File: config.mk
export PLATFORM = sky130hd
export DESIGN_NAME = stable_priority_queue_core
export DESIGN_NICKNAME = d
export VERILOG_FILES = /design/src/sv/spq_pkg.sv /design/src/sv/spq_cell.sv /design/src/sv/stable_priority_queue_core.sv
export SDC_FILE = /design/constraint.sdc
export NUM_CORES = 2
export LEC_CHECK = 0
export ABC_AREA = 0
export BUFFER_PORTS_ARGS = -buffer_cell sky130_fd_sc_hd__buf_2
export CAP_MARGIN = 20
export CORE_ASPECT_RATIO = 1.2
export CORE_MARGIN = 1
export CORE_UTILIZATION = 35
export CTS_CLUSTER_DIAMETER = 100
export DETAILED_ROUTE_END_ITERATION = 10
export HOLD_SLACK_MARGIN = 0.02
export SYNTH_ARGS = -nofsm -noshare
export SYNTH_HDL_FRONTEND = slang
export SYNTH_HIERARCHICAL = 1
export SYNTH_SLANG_ARGS = --single-unit
File: constraint.sdc
create_clock -name clk -period 11.9 [get_ports clk]
set_input_delay 0 -clock clk [delete_from_list [all_inputs] [get_ports clk]]
set_output_delay 0 -clock clk [all_outputs]
set_load 0.005 [all_outputs]
File: src/sv/spq_pkg.sv
// ----------------------------------------------------------------------------
// spq_pkg
// shared operation and status codes for the stable priority queue
// ----------------------------------------------------------------------------
package spq_pkg;

  localparam int OP_W     = 2;
  localparam int STATUS_W = 2;
  localparam int FILL_W   = 5;

  localparam logic [OP_W-1:0] OP_ENQUEUE = 2'd0;
  localparam logic [OP_W-1:0] OP_DEQUEUE = 2'd1;
  localparam logic [OP_W-1:0] OP_QUERY   = 2'd2;

  localparam logic [STATUS_W-1:0] ST_OK    = 2'd0;
  localparam logic [STATUS_W-1:0] ST_EMPTY = 2'd1;
  localparam logic [STATUS_W-1:0] ST_FULL  = 2'd2;

  // command broadcast to every cell of the chain
  typedef struct packed {
    logic enq;
    logic deq;
  } cell_cmd_t;

endpackage

File: src/sv/spq_cell.sv
// ----------------------------------------------------------------------------
// spq_cell
// one slot of the sorted chain: holds an entry, shifts toward either neighbor
// ----------------------------------------------------------------------------
module spq_cell #(
  parameter int DW = 32,
  parameter int PW = 8
) (
  input  logic               clk,
  input  logic               rst,
  input  spq_pkg::cell_cmd_t cmd,
  input  logic [DW-1:0]      new_value,
  input  logic [PW-1:0]      new_priority,
  input  logic               left_stay,
  input  logic               left_valid,
  input  logic [DW-1:0]      left_value,
  input  logic [PW-1:0]      left_priority,
  input  logic               right_valid,
  input  logic [DW-1:0]      right_value,
  input  logic [PW-1:0]      right_priority,
  output logic               stay,
  output logic               valid,
  output logic [DW-1:0]      value,
  output logic [PW-1:0]      priority_q
);
  import spq_pkg::*;

  // entry stays put on insert when it is at or ahead of the new priority
  assign stay = valid && (priority_q <= new_priority);

  always_ff @(posedge clk) begin
    if (rst) begin
      valid <= 1'b0;
    end else if (cmd.enq && !stay) begin
      valid <= left_stay ? 1'b1 : left_valid;
    end else if (cmd.deq) begin
      valid <= right_valid;
    end
  end

  always_ff @(posedge clk) begin
    if (cmd.enq && !stay) begin
      if (left_stay) begin
        value      <= new_value;
        priority_q <= new_priority;
      end else begin
        value      <= left_value;
        priority_q <= left_priority;
      end
    end else if (cmd.deq) begin
      value      <= right_value;
      priority_q <= right_priority;
    end
  end

endmodule

File: src/sv/stable_priority_queue_core.sv
// ----------------------------------------------------------------------------
// stable_priority_queue_core
// bounded sorted queue, lowest priority number first, ties in arrival order
// ----------------------------------------------------------------------------
// usage:
//   a transaction is taken at a rising edge with start high and busy low.
//   op 0 inserts item_value/item_priority behind every entry of lower or
//   equal priority, op 1 removes the front entry, op 2 (and 3) only report.
//   the result (head_value, head_priority, is_empty, fill_level, status)
//   appears in the cycle after the transaction, for exactly one cycle, with
//   done high. it cannot be held off.
//   throughput: one transaction per cycle, busy stays low. every slot is a
//   cell that compares its priority with the incoming one in parallel and
//   shifts toward its neighbor in the same cycle, so no walk over the slots
//   is needed.
//   dequeue on an empty queue reports status 1, an insert into a full queue
//   is dropped with status 2; the contents are then unchanged.
//   reset clears every valid bit and the fill count; the queue is empty and
//   usable in the first cycle after reset.
// ----------------------------------------------------------------------------
module stable_priority_queue_core #(
  parameter int CAPACITY       = 16,
  parameter int DATA_WIDTH     = 32,
  parameter int PRIORITY_WIDTH = 8
) (
  input  logic                          clk,
  input  logic                          rst,
  input  logic                          start,
  output logic                          busy,
  input  logic [spq_pkg::OP_W-1:0]      op,
  input  logic [DATA_WIDTH-1:0]         item_value,
  input  logic [PRIORITY_WIDTH-1:0]     item_priority,
  output logic                          done,
  output logic [DATA_WIDTH-1:0]         head_value,
  output logic [PRIORITY_WIDTH-1:0]     head_priority,
  output logic                          is_empty,
  output logic [spq_pkg::FILL_W-1:0]    fill_level,
  output logic [spq_pkg::STATUS_W-1:0]  status
);
  import spq_pkg::*;

  localparam int CNT_W = $clog2(CAPACITY + 1);

  logic                      accept;
  logic                      full;
  logic                      empty;
  cell_cmd_t                 cmd;
  logic [STATUS_W-1:0]       status_next;
  logic [CNT_W-1:0]          count;
  logic [CNT_W-1:0]          count_next;

  logic [CAPACITY-1:0]       cell_stay;
  logic [CAPACITY-1:0]       cell_valid;
  logic [DATA_WIDTH-1:0]     cell_value    [CAPACITY];
  logic [PRIORITY_WIDTH-1:0] cell_priority [CAPACITY];

  assign busy   = 1'b0;
  assign accept = start && !busy;
  assign empty  = !cell_valid[0];
  assign full   = cell_valid[CAPACITY-1];

  always_comb begin
    cmd         = '0;
    status_next = ST_OK;
    count_next  = count;
    unique case (op)
      OP_ENQUEUE: begin
        if (full) begin
          status_next = ST_FULL;
        end else begin
          cmd.enq    = accept;
          count_next = count + CNT_W'(1);
        end
      end
      OP_DEQUEUE: begin
        if (empty) begin
          status_next = ST_EMPTY;
        end else begin
          cmd.deq    = accept;
          count_next = count - CNT_W'(1);
        end
      end
      OP_QUERY: begin
        status_next = ST_OK;
      end
      default: begin
        status_next = ST_OK;
      end
    endcase
  end

  genvar g;
  generate
    for (g = 0; g < CAPACITY; g++) begin : g_cell
      logic                      l_stay;
      logic                      l_valid;
      logic [DATA_WIDTH-1:0]     l_value;
      logic [PRIORITY_WIDTH-1:0] l_priority;
      logic                      r_valid;
      logic [DATA_WIDTH-1:0]     r_value;
      logic [PRIORITY_WIDTH-1:0] r_priority;

      // the front cell sees a virtual neighbor that always stays ahead
      if (g == 0) begin : g_front
        assign l_stay     = 1'b1;
        assign l_valid    = 1'b0;
        assign l_value    = '0;
        assign l_priority = '0;
      end else begin : g_mid
        assign l_stay     = cell_stay[g-1];
        assign l_valid    = cell_valid[g-1];
        assign l_value    = cell_value[g-1];
        assign l_priority = cell_priority[g-1];
      end

      if (g == CAPACITY - 1) begin : g_tail
        assign r_valid    = 1'b0;
        assign r_value    = '0;
        assign r_priority = '0;
      end else begin : g_body
        assign r_valid    = cell_valid[g+1];
        assign r_value    = cell_value[g+1];
        assign r_priority = cell_priority[g+1];
      end

      spq_cell #(
        .DW (DATA_WIDTH),
        .PW (PRIORITY_WIDTH)
      ) u_cell (
        .clk            (clk),
        .rst            (rst),
        .cmd            (cmd),
        .new_value      (item_value),
        .new_priority   (item_priority),
        .left_stay      (l_stay),
        .left_valid     (l_valid),
        .left_value     (l_value),
        .left_priority  (l_priority),
        .right_valid    (r_valid),
        .right_value    (r_value),
        .right_priority (r_priority),
        .stay           (cell_stay[g]),
        .valid          (cell_valid[g]),
        .value          (cell_value[g]),
        .priority_q     (cell_priority[g])
      );
    end
  endgenerate

  always_ff @(posedge clk) begin
    if (rst) begin
      done  <= 1'b0;
      count <= '0;
    end else begin
      done <= accept;
      if (accept) begin
        count <= count_next;
      end
    end
  end

  always_ff @(posedge clk) begin
    if (accept) begin
      status <= status_next;
    end
  end

  // cells already hold the post-transaction state while done is high
  assign is_empty      = empty;
  assign head_value    = empty ? '0 : cell_value[0];
  assign head_priority = empty ? '0 : cell_priority[0];
  assign fill_level    = FILL_W'(count);

endmodule

Yosys cells after proc, flatten, opt, wreduce, memory -nomap -nowiden
Cells that the tools add are included.

cells by class
  add/sub/neg operators = 2
  $lt $le $gt $ge = 16
  equality and inequality tests = 3
  multiplexer cells = 153
  reductions and logical operators = 68

operators by type and width
  operator                                               count
  two-way mux 32 bit                                     48
  two-way mux 8 bit                                      48
  less-or-equal comparator 8 bit                         16
  two-way mux 1 bit                                      52
  nonzero test 2 bit                                     17
  logical AND 1 bit                                      32
  logical NOT 1 bit                                      17
  two-way mux 5 bit                                      2
  case mux 5 bit (2 select lines)                        1
  adder 5 x 1 -> 5 bit, second input constant            1
  subtractor 5 x 1 -> 5 bit, second input constant       1
  case mux 2 bit (2 select lines)                        1
  AND reduction 4 bit                                    1
  == test 2 x 1 -> 1 bit, second input constant          1
  logical NOT 2 bit                                      1
  two-way mux 2 bit                                      1
  inequality test 2 x 1 -> 1 bit, second input constant  1
  inequality test 2 bit, second input constant           1

word-level totals
  register bits = 664

Logic depth before layout (Yosys ltp)
  word-level depth = 5
  mapped depth = 11
  mapped depth without buffers = 9

Cells and area by module
The synthesis kept the hierarchy.

modules (own cells, without submodules)
  module                      times used  cells each  area each (µm²)
  spq_cell                    16          171         2656.3
  stable_priority_queue_core  1           95          752.0

Least setup slack after synthesis
OpenSTA, ideal clock, no wires.

  kind = register to register
  from = register g_cell[15].u_cell.valid
  to = register g_cell[0].u_cell.priority_q[0] (enable)
  library setup time = 0.380 ns
  arrival = 4.152 ns
  required time = 11.520 ns
  path slack = 7.368 ns
  stages on the path, launching flop included = 6
  path buffers = 2
  path through = dfxtp_1 nor4b_1 o311a_1 buf_6 buf_8 or2_2

RTL lines
  what                    RTL line        text
  from (decl)             spq_cell.sv:22  output logic valid,
  from (signal assigned)  spq_cell.sv:35  valid <= left_stay ? 1'b1 : left_valid;
  from (signal assigned)  spq_cell.sv:37  valid <= right_valid;
  to (signal assigned)    spq_cell.sv:45  priority_q <= new_priority;
  to (signal assigned)    spq_cell.sv:48  priority_q <= left_priority;
  to (signal assigned)    spq_cell.sv:52  priority_q <= right_priority;
  to (decl)               spq_cell.sv:24  output logic [PW-1:0] priority_q

==> results_dict.tcl <==
set metrics [dict create \
    power_density_nw_per_um2 121 \
    layout_worst_path_cycle_share_pct 28.0 \
    hold_class "input port to register" \
    clock-sinks 664 \
    gp_congestion 0.765 \
    fmax_ghz 0.300 \
    critPathArrivalTime_ns 3.58 \
    power_frac_clock_pct 39.6 \
    grt_start_max_net_pins 49 \
    drt_iter0_drc 1135 \
    rows 140 \
    skew_ns 0.0163 \
    syn-cell-area_sq_um 43200 \
    fin_area_sq_um 47100 \
    whs_ns 0.0973 \
    core_sq_um 122000 \
    rsz0062_at_grt "false" \
    final_common_cell "mux2_2" \
    seqPwrFrac_pct 47.8 \
    syn_area_per_cell_sq_um 15.3 \
    grt_pass1_vias 23600 \
    hold_viol_final 0 \
    crit_type "register to register" \
    antenna_found_initial 14 \
    tns_ns 0 \
    p_leak_nw 17.5 \
    clk_pin_slew_worst_paths_ns 0.06 \
    die-area_sq_um 125000 \
    ys.warnings.count 6 \
    cts_tree "built" \
    total_switching_power_mw 1.34 \
    overflow 0 \
    start_util_pct 35.5 \
    grt_pass1_wl_microns 139000 \
    required_ns 12.15 \
    syn_inst 2829 \
    htree_levels 3 \
    swShare_pct 23.5 \
    drc 0 \
    wl_microns 86500 \
    num_vias 22100 \
    antenna_left 0 \
    setup_violations 0 \
    cts_resized 0 \
    grt_usage_pct 13.9 \
    period_minus_slack_ns 3.33 \
    numCtsBuffers 72 \
    area_growth_pct 8.98 \
    vdd_drop_max_v 0.000101 \
    worst_slew_margin_rel_pct 26.3 \
    p_comb_share_pct 12.6 \
    placed_area_sq_um 44600 \
    critical_path.endpoint_type "register" \
    port_buffers 93 \
    slew_viol_final 0 \
    drive_gt1_share_pct 53.4 \
    drv_cap 0 \
    die_w_microns 323 \
    postLayoutCoreUtil_pct 38.7 \
    firstDrtPassIters 7 \
    pin_count 95 \
    clk_latency_ns 0.64 \
    internal_power_mw 4.37 \
    cp_max_fo 42 \
    fp.dieH_microns 387 \
    outcome "complete, no violations" \
    via_per_inst 4.74 \
    final_net_count 3132 \
    cts_root_buf "clkbuf_16" \
    tightestPinTransition_ns 1.11 \
    final_cell_mix "mux2_2, edfxtp_1, mux2_4, inv_1, ha_1" \
    place_hpwl_microns 62800 \
    wl_per_cell_microns 18.6 \
    worst_setup_path_start_kind "register" \
    clockBufferDepth 3 \
]
-- stage by stage --
stage	instances	setup slack [ns]	total power [mW]
after global routing	4649	8.34	5.94
final	4651	8.57	5.71
after detailed placement	4502	8.34	3.50
after global placement	4501	8.40	3.48
after CTS	4646	8.54	5.80
after floorplan	2911	7.38	3.35
-- power by group through the flow --
stage,clock network (mW),registers (mW),logic [mW]
after floorplan,0,2.76,0.599
after global placement,0,2.78,0.700
after detailed placement,0,2.78,0.717
after CTS,2.34,2.73,0.723
after global routing,2.41,2.74,0.783
final,2.26,2.73,0.719
-- layout make-up --
class	count	area (sq um)
tap	1633	2040
clock buffer	93	2020
fill	11400	74800
multi-input combinational	1933	21600
antenna	3	7.51
sequential	664	19700
clock inverter	39	319
inverter	148	556
timing repair buffer	138	858
-- what timing repair did --
item	CTS	global route
setup endpoints to repair	0	0
buffers inserted	0	0
hold buffers	12	0
hold endpoints to repair	48	0
-- worst paths after layout --
kind | depth (start not counted) | startpoint | endpoint | slack, ns
worst max register to register | 6 | g_cell[15].u_cell/valid | g_cell[11].u_cell/value[11] | 8.57
worst min register to register | 1 | g_cell[15].u_cell/value[29] | g_cell[14].u_cell/value[29] | 0.54
worst max-delay path | 6 | g_cell[15].u_cell/valid | g_cell[11].u_cell/value[11] | 8.57
worst min-delay path | 3 | item_value[7] | g_cell[0].u_cell/value[7] | 0.1
-- critical path: stages (launching register included) --
cell     delay [ns]
dfxtp_1        0.29
buf_4          0.19
nor4b_2        0.25
buf_4          0.39
o311a_2        0.26
buf_4          0.58
or2_2          0.90
-- flip-flops by register name, summed over array words and instances (netlist names) --
name                      cells
done                          1
fill_level                    5
status                        2
g_cell.u_cell/priority_q    128
g_cell.u_cell/valid          16
g_cell.u_cell/value         512
-- routing by layer --
layer	up-vias	wire [microns]	GRT usage, %
met4	18	1450	3.68
met1	10700	41500	18.8
met3	102	3000	2.34
met2	263	40500	22.7
met5	-	115	0
li1	10900	-	-
Power figures use the tool's default switching activity.
